File: src/tfps_pkg.sv
// ----------------------------------------------------------------------------
// tfps_pkg
// Shared types, widths and constants of the tape-following PID steering block.
// ----------------------------------------------------------------------------
package tfps_pkg;

  // field widths
  localparam int ADC_BITS        = 12;
  localparam int ERROR_FRAC_BITS = 14;
  localparam int ERR_W           = ERROR_FRAC_BITS + 2;
  localparam int D_W             = ERR_W + 1;
  localparam int GAIN_W          = 16;
  localparam int STEER_W         = 12;
  localparam int MODE_W          = 2;
  localparam int INTEG_W         = 32;

  // configuration port
  localparam int CFG_IDX_W  = 3;
  localparam int CFG_DATA_W = 16;
  localparam logic [CFG_IDX_W-1:0] CFG_KP_GAIN      = 3'd0;
  localparam logic [CFG_IDX_W-1:0] CFG_KD_GAIN      = 3'd1;
  localparam logic [CFG_IDX_W-1:0] CFG_KI_GAIN      = 3'd2;
  localparam logic [CFG_IDX_W-1:0] CFG_CENTER_STEER = 3'd3;
  localparam logic [CFG_IDX_W-1:0] CFG_STEER_MAX    = 3'd4;
  localparam logic [CFG_IDX_W-1:0] CFG_STEER_MIN    = 3'd5;

  // register reset values
  localparam logic [STEER_W-1:0] CENTER_STEER_RST = STEER_W'(246);
  localparam logic [STEER_W-1:0] STEER_MAX_RST    = STEER_W'(490);
  localparam logic [STEER_W-1:0] STEER_MIN_RST    = STEER_W'(82);

  // sensor thresholds with hysteresis
  localparam logic [ADC_BITS-1:0] THR_L_FROM_WHITE = ADC_BITS'(380);
  localparam logic [ADC_BITS-1:0] THR_L_TO_WHITE   = ADC_BITS'(340);
  localparam logic [ADC_BITS-1:0] THR_R_FROM_WHITE = ADC_BITS'(260);
  localparam logic [ADC_BITS-1:0] THR_R_TO_WHITE   = ADC_BITS'(220);

  // error of plus and minus one in fixed point
  localparam logic signed [ERR_W-1:0] ERR_ONE       = ERR_W'(2 ** ERROR_FRAC_BITS);
  localparam logic signed [ERR_W-1:0] ERR_MINUS_ONE = -ERR_ONE;

  // serial divider
  localparam int QUO_W = ERROR_FRAC_BITS + 1;
  localparam int REM_W = ADC_BITS + 2;
  localparam int DCNT_W = $clog2(QUO_W);

  // serial multiply-accumulate
  localparam int ACC_STEPS = INTEG_W;
  localparam int ACC_SHIFT = 8 + ERROR_FRAC_BITS;
  localparam int HI_BITS   = ACC_STEPS - ACC_SHIFT;
  localparam int T_W       = GAIN_W + 2;
  localparam int P_W       = T_W + 2;
  localparam int ST_W      = P_W + HI_BITS;
  localparam int MCNT_W    = $clog2(ACC_STEPS);

  // motor mode codes
  localparam logic [MODE_W-1:0] MODE_NORMAL      = 2'd0;
  localparam logic [MODE_W-1:0] MODE_PIVOT_LEFT  = 2'd1;
  localparam logic [MODE_W-1:0] MODE_PIVOT_RIGHT = 2'd2;

  // error source codes from the sensor front end
  localparam int KIND_W = 3;
  localparam logic [KIND_W-1:0] KIND_HOLD  = 3'd0;
  localparam logic [KIND_W-1:0] KIND_MINUS = 3'd1;
  localparam logic [KIND_W-1:0] KIND_PLUS  = 3'd2;
  localparam logic [KIND_W-1:0] KIND_RATIO = 3'd3;
  localparam logic [KIND_W-1:0] KIND_ZERO  = 3'd4;

  typedef struct packed {
    logic [ADC_BITS-1:0] left_sample;
    logic [ADC_BITS-1:0] right_sample;
    logic                clear_integral;
  } in_word_t;

  typedef struct packed {
    logic [STEER_W-1:0]      steering;
    logic [MODE_W-1:0]       motor_mode;
    logic signed [ERR_W-1:0] error_value;
  } out_word_t;

  // front end result handed to the divider and error select
  typedef struct packed {
    logic [KIND_W-1:0]   kind;
    logic                neg;
    logic [ADC_BITS-1:0] mag;
    logic [ADC_BITS:0]   den;
    logic                clear_integral;
  } front_t;

endpackage

File: src/tfps_front.sv
// ----------------------------------------------------------------------------
// tfps_front
// Sensor thresholds with hysteresis, white flags, and the excess numerator
// and denominator for the ratio error.
// ----------------------------------------------------------------------------
module tfps_front (
  input  logic              clk,
  input  logic              rst,
  input  logic              accept,
  input  tfps_pkg::in_word_t sample,
  output tfps_pkg::front_t  prep
);
  import tfps_pkg::*;

  logic                l_white;
  logic                r_white;
  logic [ADC_BITS-1:0] thr_l;
  logic [ADC_BITS-1:0] thr_r;
  logic                lw;
  logic                rw;
  logic [ADC_BITS-1:0] le;
  logic [ADC_BITS-1:0] re;
  front_t              prep_next;

  // thresholds follow the previous flag
  always_comb begin
    thr_l = l_white ? THR_L_FROM_WHITE : THR_L_TO_WHITE;
    thr_r = r_white ? THR_R_FROM_WHITE : THR_R_TO_WHITE;
    lw    = sample.left_sample < thr_l;
    rw    = sample.right_sample < thr_r;
    le    = sample.left_sample - thr_l;
    re    = sample.right_sample - thr_r;
  end

  // excess difference and sum, and which error applies
  always_comb begin
    prep_next.neg            = le < re;
    prep_next.mag            = (le < re) ? (re - le) : (le - re);
    prep_next.den            = {1'b0, le} + {1'b0, re};
    prep_next.clear_integral = sample.clear_integral;
    priority if (lw && rw) begin
      prep_next.kind = KIND_HOLD;
    end else if (lw) begin
      prep_next.kind = KIND_MINUS;
    end else if (rw) begin
      prep_next.kind = KIND_PLUS;
    end else if (prep_next.den == '0) begin
      prep_next.kind = KIND_ZERO;
    end else begin
      prep_next.kind = KIND_RATIO;
    end
  end

  // white flags
  always_ff @(posedge clk) begin
    if (rst) begin
      l_white <= 1'b1;
      r_white <= 1'b1;
    end else if (accept) begin
      l_white <= lw;
      r_white <= rw;
    end
  end

  // registered front end result
  always_ff @(posedge clk) begin
    if (accept) begin
      prep <= prep_next;
    end
  end

endmodule

File: src/tfps_div.sv
// ----------------------------------------------------------------------------
// tfps_div
// Restoring divider, one quotient bit a cycle: mag * 2^F / den with mag <= den.
// ----------------------------------------------------------------------------
module tfps_div (
  input  logic                             clk,
  input  logic                             rst,
  input  logic                             start,
  input  logic [tfps_pkg::ADC_BITS-1:0]    mag,
  input  logic [tfps_pkg::ADC_BITS:0]      den,
  output logic                             done,
  output logic [tfps_pkg::QUO_W-1:0]       quo
);
  import tfps_pkg::*;

  logic              busy;
  logic [DCNT_W-1:0] cnt;
  logic [REM_W-1:0]  rem;
  logic [REM_W-1:0]  rem_sh;
  logic [REM_W-1:0]  den_x;
  logic [REM_W-1:0]  mag_x;
  logic              bit_first;
  logic              bit_step;

  // compare and subtract for the integer bit and for each fraction bit
  always_comb begin
    den_x     = {1'b0, den};
    mag_x     = {2'b00, mag};
    rem_sh    = {rem[REM_W-2:0], 1'b0};
    bit_first = mag_x >= den_x;
    bit_step  = rem_sh >= den_x;
  end

  // control
  always_ff @(posedge clk) begin
    if (rst) begin
      busy <= 1'b0;
      done <= 1'b0;
      cnt  <= '0;
    end else begin
      done <= 1'b0;
      if (start) begin
        busy <= 1'b1;
        cnt  <= DCNT_W'(ERROR_FRAC_BITS);
      end else if (busy) begin
        cnt <= cnt - 1'b1;
        if (cnt == DCNT_W'(1)) begin
          busy <= 1'b0;
          done <= 1'b1;
        end
      end
    end
  end

  // remainder and quotient shift register
  always_ff @(posedge clk) begin
    if (start) begin
      rem <= bit_first ? (mag_x - den_x) : mag_x;
      quo <= QUO_W'(bit_first);
    end else if (busy) begin
      rem <= bit_step ? (rem_sh - den_x) : rem_sh;
      quo <= {quo[QUO_W-2:0], bit_step};
    end
  end

endmodule

File: src/tfps_mac.sv
// ----------------------------------------------------------------------------
// tfps_mac
// Bit-serial multiply-accumulate of the three PID terms plus the mid point,
// floor shift by 8+F, and the steering clamp.
// ----------------------------------------------------------------------------
module tfps_mac (
  input  logic                                  clk,
  input  logic                                  rst,
  input  logic                                  start,
  input  logic signed [tfps_pkg::GAIN_W-1:0]    kp_gain,
  input  logic signed [tfps_pkg::GAIN_W-1:0]    kd_gain,
  input  logic signed [tfps_pkg::GAIN_W-1:0]    ki_gain,
  input  logic [tfps_pkg::STEER_W-1:0]          center_steer,
  input  logic [tfps_pkg::STEER_W-1:0]          steer_max,
  input  logic [tfps_pkg::STEER_W-1:0]          steer_min,
  input  logic signed [tfps_pkg::ERR_W-1:0]     err,
  input  logic signed [tfps_pkg::D_W-1:0]       diff,
  input  logic signed [tfps_pkg::INTEG_W-1:0]   integ,
  output logic                                  done,
  output logic [tfps_pkg::STEER_W-1:0]          steering
);
  import tfps_pkg::*;

  logic                    run;
  logic                    fin;
  logic [MCNT_W-1:0]       cnt;
  logic [ACC_STEPS-1:0]    e_sh;
  logic [ACC_STEPS-1:0]    d_sh;
  logic [ACC_STEPS-1:0]    i_sh;
  logic signed [P_W-1:0]   p_acc;
  logic [HI_BITS-1:0]      hi;
  logic signed [T_W-1:0]   t_sum;
  logic signed [P_W-1:0]   t_ext;
  logic signed [P_W-1:0]   mid_ext;
  logic signed [P_W-1:0]   sum;
  logic signed [ST_W-1:0]  st;
  logic signed [ST_W-1:0]  max_ext;
  logic signed [ST_W-1:0]  min_ext;

  // partial products of this bit position
  always_comb begin
    t_sum = (e_sh[0] ? $signed({{(T_W-GAIN_W){kp_gain[GAIN_W-1]}}, kp_gain}) : '0)
          + (d_sh[0] ? $signed({{(T_W-GAIN_W){kd_gain[GAIN_W-1]}}, kd_gain}) : '0)
          + (i_sh[0] ? $signed({{(T_W-GAIN_W){ki_gain[GAIN_W-1]}}, ki_gain}) : '0);
    t_ext   = $signed({{(P_W-T_W){t_sum[T_W-1]}}, t_sum});
    mid_ext = (cnt == MCNT_W'(ACC_SHIFT)) ?
              $signed({{(P_W-STEER_W){1'b0}}, center_steer}) : '0;
    // sign bit position carries negative weight
    if (cnt == MCNT_W'(ACC_STEPS - 1)) begin
      sum = p_acc - t_ext + mid_ext;
    end else begin
      sum = p_acc + t_ext + mid_ext;
    end
  end

  // shifted result and clamp bounds
  always_comb begin
    st      = $signed({p_acc, hi});
    max_ext = $signed({{(ST_W-STEER_W){1'b0}}, steer_max});
    min_ext = $signed({{(ST_W-STEER_W){1'b0}}, steer_min});
  end

  // control
  always_ff @(posedge clk) begin
    if (rst) begin
      run  <= 1'b0;
      fin  <= 1'b0;
      done <= 1'b0;
      cnt  <= '0;
    end else begin
      done <= 1'b0;
      fin  <= 1'b0;
      if (start) begin
        run <= 1'b1;
        cnt <= '0;
      end else if (run) begin
        cnt <= cnt + 1'b1;
        if (cnt == MCNT_W'(ACC_STEPS - 1)) begin
          run <= 1'b0;
          fin <= 1'b1;
        end
      end else if (fin) begin
        done <= 1'b1;
      end
    end
  end

  // operand shift registers, accumulator and low result bits
  always_ff @(posedge clk) begin
    if (start) begin
      e_sh  <= {{(ACC_STEPS-ERR_W){err[ERR_W-1]}}, err};
      d_sh  <= {{(ACC_STEPS-D_W){diff[D_W-1]}}, diff};
      i_sh  <= integ;
      p_acc <= '0;
    end else if (run) begin
      e_sh  <= e_sh >> 1;
      d_sh  <= d_sh >> 1;
      i_sh  <= i_sh >> 1;
      p_acc <= sum >>> 1;
      hi    <= {sum[0], hi[HI_BITS-1:1]};
    end
  end

  // clamp, upper bound first
  always_ff @(posedge clk) begin
    if (fin) begin
      priority if (st >= max_ext) begin
        steering <= steer_max;
      end else if (st <= min_ext) begin
        steering <= steer_min;
      end else begin
        steering <= st[STEER_W-1:0];
      end
    end
  end

endmodule

File: src/tape_follow_pid_steering.sv
// ----------------------------------------------------------------------------
// tape_follow_pid_steering
// Line-following PID steering: tape sensor thresholds, ratio error, saturating
// integral, clamped steering command and pivot motor mode.
// ----------------------------------------------------------------------------
// One word in gives one word out, and the block takes one word at a time:
// a result passes through the front end register, the restoring divider
// (one quotient bit a cycle), the error select, the bit-serial
// multiply-accumulate over the integral width and the clamp before it
// reaches the output register. The next input word is taken on the cycle
// after the previous result is loaded into the output register, even while
// that result is still stalled. Configuration writes go through cfg_we /
// cfg_index / cfg_data and apply at once; indexes beyond the six registers
// are ignored.
module tape_follow_pid_steering (
  input  logic                               clk,
  input  logic                               rst,
  input  logic                               in_valid,
  output logic                               in_stall,
  input  tfps_pkg::in_word_t                 in_word,
  output logic                               out_valid,
  input  logic                               out_stall,
  output tfps_pkg::out_word_t                out_word,
  input  logic                               cfg_we,
  input  logic [tfps_pkg::CFG_IDX_W-1:0]     cfg_index,
  input  logic [tfps_pkg::CFG_DATA_W-1:0]    cfg_data
);
  import tfps_pkg::*;

  localparam logic [2:0] ST_IDLE = 3'd0;
  localparam logic [2:0] ST_LOAD = 3'd1;
  localparam logic [2:0] ST_DIV  = 3'd2;
  localparam logic [2:0] ST_ERR  = 3'd3;
  localparam logic [2:0] ST_MAC  = 3'd4;
  localparam logic [2:0] ST_DONE = 3'd5;

  logic [2:0]                state;
  logic [2:0]                state_next;
  logic                      accept;

  logic signed [GAIN_W-1:0]  kp_gain;
  logic signed [GAIN_W-1:0]  kd_gain;
  logic signed [GAIN_W-1:0]  ki_gain;
  logic [STEER_W-1:0]        center_steer;
  logic [STEER_W-1:0]        steer_max;
  logic [STEER_W-1:0]        steer_min;

  front_t                    prep;
  logic                      div_done;
  logic [QUO_W-1:0]          quo;
  logic                      mac_done;
  logic [STEER_W-1:0]        steering;

  logic signed [ERR_W-1:0]   prev_error;
  logic signed [INTEG_W-1:0] integral;
  logic signed [ERR_W-1:0]   err_q;
  logic [MODE_W-1:0]         mode_q;

  logic signed [ERR_W-1:0]   err_next;
  logic signed [ERR_W-1:0]   quo_ext;
  logic signed [D_W-1:0]     diff_next;
  logic signed [INTEG_W-1:0] integ_base;
  logic signed [INTEG_W:0]   integ_sum;
  logic signed [INTEG_W-1:0] integral_next;
  logic [MODE_W-1:0]         mode_next;

  assign accept   = in_valid && !in_stall;
  assign in_stall = state != ST_IDLE;

  // configuration registers
  always_ff @(posedge clk) begin
    if (rst) begin
      kp_gain      <= '0;
      kd_gain      <= '0;
      ki_gain      <= '0;
      center_steer <= CENTER_STEER_RST;
      steer_max    <= STEER_MAX_RST;
      steer_min    <= STEER_MIN_RST;
    end else if (cfg_we) begin
      unique case (cfg_index)
        CFG_KP_GAIN:      kp_gain      <= $signed(cfg_data[GAIN_W-1:0]);
        CFG_KD_GAIN:      kd_gain      <= $signed(cfg_data[GAIN_W-1:0]);
        CFG_KI_GAIN:      ki_gain      <= $signed(cfg_data[GAIN_W-1:0]);
        CFG_CENTER_STEER: center_steer <= cfg_data[STEER_W-1:0];
        CFG_STEER_MAX:    steer_max    <= cfg_data[STEER_W-1:0];
        CFG_STEER_MIN:    steer_min    <= cfg_data[STEER_W-1:0];
        default: ;
      endcase
    end
  end

  // sensor front end
  tfps_front u_front (
    .clk    (clk),
    .rst    (rst),
    .accept (accept),
    .sample (in_word),
    .prep   (prep)
  );

  // ratio divider
  tfps_div u_div (
    .clk   (clk),
    .rst   (rst),
    .start (state == ST_LOAD),
    .mag   (prep.mag),
    .den   (prep.den),
    .done  (div_done),
    .quo   (quo)
  );

  // error select
  always_comb begin
    quo_ext = $signed({{(ERR_W-QUO_W){1'b0}}, quo});
    unique case (prep.kind)
      KIND_HOLD:  err_next = prev_error;
      KIND_MINUS: err_next = ERR_MINUS_ONE;
      KIND_PLUS:  err_next = ERR_ONE;
      KIND_RATIO: err_next = prep.neg ? -quo_ext : quo_ext;
      default:    err_next = '0;
    endcase
  end

  // derivative, saturating integral and motor mode
  always_comb begin
    diff_next  = $signed({err_next[ERR_W-1], err_next})
               - $signed({prev_error[ERR_W-1], prev_error});
    integ_base = prep.clear_integral ? '0 : integral;
    integ_sum  = $signed({integ_base[INTEG_W-1], integ_base})
               + $signed({{(INTEG_W+1-ERR_W){err_next[ERR_W-1]}}, err_next});
    if (integ_sum[INTEG_W] != integ_sum[INTEG_W-1]) begin
      integral_next = integ_sum[INTEG_W] ? $signed({1'b1, {(INTEG_W-1){1'b0}}})
                                         : $signed({1'b0, {(INTEG_W-1){1'b1}}});
    end else begin
      integral_next = integ_sum[INTEG_W-1:0];
    end
    priority if (err_next == ERR_ONE) begin
      mode_next = MODE_PIVOT_RIGHT;
    end else if (err_next == ERR_MINUS_ONE) begin
      mode_next = MODE_PIVOT_LEFT;
    end else begin
      mode_next = MODE_NORMAL;
    end
  end

  // loop state
  always_ff @(posedge clk) begin
    if (rst) begin
      prev_error <= '0;
      integral   <= '0;
    end else if (state == ST_ERR) begin
      prev_error <= err_next;
      integral   <= integral_next;
    end
  end

  always_ff @(posedge clk) begin
    if (state == ST_ERR) begin
      err_q  <= err_next;
      mode_q <= mode_next;
    end
  end

  // PID sum and clamp
  tfps_mac u_mac (
    .clk          (clk),
    .rst          (rst),
    .start        (state == ST_ERR),
    .kp_gain      (kp_gain),
    .kd_gain      (kd_gain),
    .ki_gain      (ki_gain),
    .center_steer (center_steer),
    .steer_max    (steer_max),
    .steer_min    (steer_min),
    .err          (err_next),
    .diff         (diff_next),
    .integ        (integral_next),
    .done         (mac_done),
    .steering     (steering)
  );

  // sequencer
  always_comb begin
    state_next = state;
    unique case (state)
      ST_IDLE: if (accept) state_next = ST_LOAD;
      ST_LOAD: state_next = ST_DIV;
      ST_DIV:  if (div_done) state_next = ST_ERR;
      ST_ERR:  state_next = ST_MAC;
      ST_MAC:  if (mac_done) state_next = ST_DONE;
      ST_DONE: if (!out_valid || !out_stall) state_next = ST_IDLE;
      default: state_next = ST_IDLE;
    endcase
  end

  always_ff @(posedge clk) begin
    if (rst) begin
      state <= ST_IDLE;
    end else begin
      state <= state_next;
    end
  end

  // output register
  always_ff @(posedge clk) begin
    if (rst) begin
      out_valid <= 1'b0;
    end else if (state == ST_DONE && (!out_valid || !out_stall)) begin
      out_valid <= 1'b1;
    end else if (!out_stall) begin
      out_valid <= 1'b0;
    end
  end

  always_ff @(posedge clk) begin
    if (state == ST_DONE && (!out_valid || !out_stall)) begin
      out_word.steering    <= steering;
      out_word.motor_mode  <= mode_q;
      out_word.error_value <= err_q;
    end
  end

`ifndef NO_ASSERTIONS
  // divider and accumulator only finish in the state that waits for them
  a_div_done_in_div: assert property (@(posedge clk) disable iff (rst)
    div_done |-> state == ST_DIV)
    else $error("divider finished outside the divide state");

  a_mac_done_in_mac: assert property (@(posedge clk) disable iff (rst)
    mac_done |-> state == ST_MAC)
    else $error("accumulator finished outside the accumulate state");

  // a new result only comes from the done state
  a_out_from_done: assert property (@(posedge clk) disable iff (rst)
    $rose(out_valid) |-> $past(state == ST_DONE))
    else $error("output word loaded outside the done state");

  // ratio error stays within plus or minus one
  a_err_range: assert property (@(posedge clk) disable iff (rst)
    out_valid |-> (out_word.error_value <= ERR_ONE)
               && (out_word.error_value >= ERR_MINUS_ONE))
    else $error("error value out of range");
`endif

endmodule

File: config.mk
export PLATFORM = sky130hd
export DESIGN_NAME = tape_follow_pid_steering
export DESIGN_NICKNAME = d
export VERILOG_FILES = /design/src/tfps_pkg.sv /design/src/tfps_front.sv /design/src/tfps_div.sv /design/src/tfps_mac.sv /design/src/tape_follow_pid_steering.sv
export SDC_FILE = /design/constraint.sdc
export NUM_CORES = 1
export LEC_CHECK = 0
export BUFFER_PORTS_ARGS = -buffer_cell sky130_fd_sc_hd__buf_2
export CORE_MARGIN = 4
export CORE_UTILIZATION = 37
export CTS_CLUSTER_DIAMETER = 30
export DETAILED_ROUTE_END_ITERATION = 7
export GPL_ROUTABILITY_DRIVEN = 0
export PLACE_DENSITY_LB_ADDON = 0.25
export SYNTH_ARGS = -nofsm -noshare
export SYNTH_HDL_FRONTEND = slang
export SYNTH_SLANG_ARGS = --single-unit
File: constraint.sdc
create_clock -name clk -period 6.3 [get_ports clk]
set_clock_uncertainty 0.1 [all_clocks]
set_input_delay 0.63 -clock clk [delete_from_list [all_inputs] [get_ports clk]]
set_output_delay 0.63 -clock clk [all_outputs]
set_load 0.005 [all_outputs]
==> results by stage <==
Power and ir drop:
- The largest vdd supply drop is 0.223 mV.
- In this run the power density over the cells is 415 nW/um^2.
- The final total power is 12.6 mW.
- The total leakage power is 13.0 nW.

Setup path:
- The worst register-to-register path ends at u_mac.p_acc[17].
- The most critical setup path has its endpoint at u_mac.p_acc[17].
- The maximum fanout count along the critical path is 5.
- Counting cells, the worst reg-to-reg path comes to 23.
- The cell repeated most along the worst path is sky130_fd_sc_hd__a21oi_1.
- Tracing the worst setup path back leads to its startpoint at u_mac.i_sh[0].
- The signal on the critical path passes through and2_1 > fa_1 > ha_1 > fa_1 > a21o_1 > a21oi_1 > nor2b_1 > o21ai_0 > a21oi_1 > a211oi_1 > xnor2_1 > inv_1 > fa_1 > inv_1 > ha_1 > or3_1 > o21ai_0 > a31o_2 > o21ai_0 > a21oi_1 > xor2_1 > a21oi_1 > a32o_1.
- The worst register-to-register path begins at u_mac.i_sh[0].
- The delay of the slowest cell on the worst path is 0.54 ns.
- The endpoint required time on the critical path is 6.68 ns.
- The critical path is of the reg2reg type.
- The arrival time reported for the critical path endpoint is 6.33 ns.
- The sort of element at the end of the critical path is a flip-flop.
- STA classifies the critical path startpoint as a flip-flop.
- The critical path's slowest cell is sky130_fd_sc_hd__fa_1.
- Setup slack on the worst reg-to-reg path comes out at 0.35 ns.

Route:
- The via density per instance is 5.22.
- The final routed wirelength across all metal layers is 64200 um.
- The wire length per cell after detailed routing is 16.5 um.
- Detailed routing inserted a total of 20338 vias.
- The final antenna-violating net count is 0.
- The highest routed metal layer is met4.
- The wire length on met3 is 2410 um.
- The met2 layer wire length in the routed design is 29700 um.
- The first routing iteration left 1320 violations.
- The routed metal-1 wirelength is 30800 um.
- The number of iterations in the first detailed-routing pass is 5.
- In the routed design, unresolved DRC markers number 0.

Placement:
- The placement-stage worst setup slack is 0.293 ns.
- In this run the tool buffered the top-level ports with 80 buffer cells.
- The HPWL after detailed placement is 45700 um.
- Summing all placed instances gives a cell area of 26800 um^2.

Logic synthesis:
- The fraction of the yosys area taken by sequential cells is 0.392.
- The synthesized netlist occupies a cell area of 25500 um^2.
- Sorting the synthesized cells by how often they occur yields sky130_fd_sc_hd__nand2_1 (415), sky130_fd_sc_hd__inv_1 (244), sky130_fd_sc_hd__a21oi_1 (223).
- The number of enable-type register cells in the synthesized netlist is 209.
- Counting flops and latches in the post-synthesis netlist gives 394.
- The number of warnings printed during yosys synthesis is 0.
- The total nets after synthesis is 3145.
- After synthesis, the share of flip-flops with an asynchronous set or reset is 0.
- The dominant cell by count in the synthesized netlist is sky130_fd_sc_hd__nand2_1.
- The average footprint of a synthesized cell is 9.00 um^2.
- Among all flip-flop cells after synthesis, the most frequent one is sky130_fd_sc_hd__edfxtp_1.
- The largest area contributor in the netlist is sky130_fd_sc_hd__edfxtp_1.
- The post-synthesis instance total is 2831.
- The count of distinct cell types in the synthesized netlist is 87.
- By area the synthesized netlist is led by sky130_fd_sc_hd__edfxtp_1 (25%), sky130_fd_sc_hd__dfxtp_1 (15%), sky130_fd_sc_hd__ha_1 (11%).
- The share of Yosys cell area claimed by the top area cell type is 0.246.

Clocking:
- TritonCTS built the clock tree.
- The clock slew seen by the registers of the worst setup and hold paths is 0.05 ns.
- The H-tree depth is 3.
- For the worst-skew pair, the clock arrives at the later sink with an insertion delay of 0.63 ns.
- Hold repair after CTS inserted 0 buffers.
- The CTS sink count is 394.
- The buffer cell driving the clock tree root is sky130_fd_sc_hd__clkbuf_16.
- The maximum buffer depth of the clock tree is 3.
- The CTS buffer count is 97.

Floorplanning:
- The initial cell density of the core is 0.376.
- The count of boundary I/O pins is 81.
- The initialized floorplan defines 95 standard-cell rows.
- The die extent in x is 270 um.
- The core region is 67800 um^2.
- The die covers 73100 um^2.
- Measured along the y axis, the die boundary spans 270 um.

Final layout:
- Counting the fill cells in the layout gives 6453.
- The area growth from synthesis to layout is 19.5%.
- The total inserted antenna cells is 0.
- Summing all non-filler instances in the final layout gives an area of 30400 um^2.
- At the end of the flow, the number of nets in the layout was 3250.
- The layout cell share with drive strength beyond 1 is 0.111.

GRT:
- The initial antenna violation count is 3.
- The first global-routing pass estimated 105000 um of wire.
- For this run, the total global-route usage over all layers was measured as 0.172.
- For this run the aggregate overflow at the end of global routing stands at 0.
- The via count of the first global-routing pass is 20224.
- Entering global routing, the biggest net connects 77 pins.

STA:
- Setup repair after global routing left no endpoint under its margin.
- The shortest period the worst path allows is 5.95 ns.
- Static timing analysis puts the maximum clock frequency at 0.168 GHz.
- In the finished design, the share of the clock period the worst path needs comes to 0.944.
- The count of pins over their slew limit is 0.
- Setup slack on the critical path of the routed design comes to 0.353 ns.
- The tightest hold path in the finished design has a slack of 0.0862 ns.
- The number of setup violations in the final report is 0.
- The number of failing hold endpoints at the final stage is 0.
- Summed over all failing endpoints, the final setup total negative slack is 0 ns.
- The worst slew margin relative to its limit is 0.226.
- The transition time at the pin with the least slew margin is 1.16 ns.

Hold path:
- The path class of the tightest hold or removal check is in2reg.

Run status:
- The flow ran to the end, and the final reports show no timing, DRC or antenna violations.

Job:
- Across the run, the number of max-cap violations was 0.
## metrics by stage
stage	utilization	cells
4_1_cts	0.449	3892
3_3_place_gp	0.396	3708
5_1_grt	0.449	3894
2_1_floorplan	-	2831
6_report	0.449	3894
3_5_place_dp	0.396	3708
## metal layers
metal	vias to the layer above	track usage
li1	10103	-
met1	9727	0.234
met2	403	0.284
met3	105	0.0281
met4	0	0.0498
met5	-	0
## cell type report
| cell class | instances | area [um^2] | area share |
|---|---|---|---|
| well taps | 873 | 1090 | 0.0359 |
| flip-flops and latches | 394 | 9980 | 0.328 |
| repair buffers | 118 | 701 | 0.0230 |
| multi-input cells | 2079 | 14100 | 0.465 |
| inverters | 246 | 927 | 0.0305 |
| clock buffers | 134 | 2810 | 0.0923 |
| clock inverters | 50 | 790 | 0.0259 |
## how the worst min path moves through the flow
| stage | from | to | slack, ns | cells past startpoint |
|---|---|---|---|---|
| CTS | in_word[0] | u_front.prep[0] | 0.05 | 1 |
| global placement | err_q[4] | out_word[4] | 0.30 | 0 |
| global route | in_word[0] | u_front.prep[0] | 0.05 | 1 |
| finish | in_word[0] | u_front.prep[0] | 0.09 | 1 |
| floorplan | err_q[0] | out_word[0] | 0.30 | 0 |
| detailed placement | err_q[1] | out_word[1] | 0.30 | 0 |
## kinds of logic (layout without fill, tap and decap cells)
logic type / Yosys count / after routing / synth area share
other cells: 1 / 1 / 0.000147
xor+xnor: 149 / 149 / 0.0512
mux: 60 / 60 / 0.0239
buf+inv: 358 / 548 / 0.0544
flops: 394 / 394 / 0.392
compound gates: 661 / 661 / 0.166
simple gates: 943 / 943 / 0.167
fa+ha+maj: 265 / 265 / 0.145
## repair_timing
action	in CTS	in global routing
buffers inserted	0	2
setup endpoints to repair	0	3
resized for setup	0	3
## state kept, by name, indices dropped and copies added (netlist names), 2 cells and up
name	cells
u_mac.cnt	5
prev_error	16
u_mac.i_sh	32
kp_gain	16
kd_gain	16
err_q	16
ki_gain	16
u_mac.e_sh	32
state	3
mode_q	2
center_steer	12
u_div.cnt	4
integral	32
u_front.prep	29
steer_max	12
u_mac.d_sh	32
u_mac.hi	10
u_mac.steering	12
steer_min	12
u_mac.p_acc	19
out_word	30
u_div.rem	13
u_div.quo	15
## critical path, delay by kind of cell (launching register included)
| kind | cells | cell delay, ns |
|---|---|---|
| buf+inv | 2 | 0.17 |
| xor+xnor | 2 | 0.42 |
| fa+ha+maj | 5 | 2.00 |
| compound gates | 11 | 1.96 |
| simple gates | 3 | 0.67 |
| flops | 1 | 0.48 |
## power by group
group / leakage [nW] / switching [mW] / internal, mW
Sequential: 3.41 / 0.186 / 3.02
Combinational: 7.89 / 2.35 / 1.70
Clock: 1.74 / 1.59 / 3.77
## cell usage in the layout (no fill, tap or decap), types with 40 or more instances in the layout
cell type	synthesis	final
sky130_fd_sc_hd__a211oi_1	40	40
sky130_fd_sc_hd__xnor2_1	94	94
sky130_fd_sc_hd__nor2b_1	69	69
sky130_fd_sc_hd__nor2_1	219	218
sky130_fd_sc_hd__xor2_1	55	55
sky130_fd_sc_hd__o21ai_0	113	111
sky130_fd_sc_hd__inv_1	244	243
sky130_fd_sc_hd__ha_1	214	214
sky130_fd_sc_hd__clkbuf_16	0	100
sky130_fd_sc_hd__nand2_1	415	415
sky130_fd_sc_hd__fa_1	51	51
sky130_fd_sc_hd__a21oi_1	223	221
sky130_fd_sc_hd__buf_2	12	79
sky130_fd_sc_hd__dfxtp_1	185	185
sky130_fd_sc_hd__nor3_1	69	68
sky130_fd_sc_hd__edfxtp_1	209	209
sky130_fd_sc_hd__mux2i_1	54	54
(Power assumes the default switching activity.)
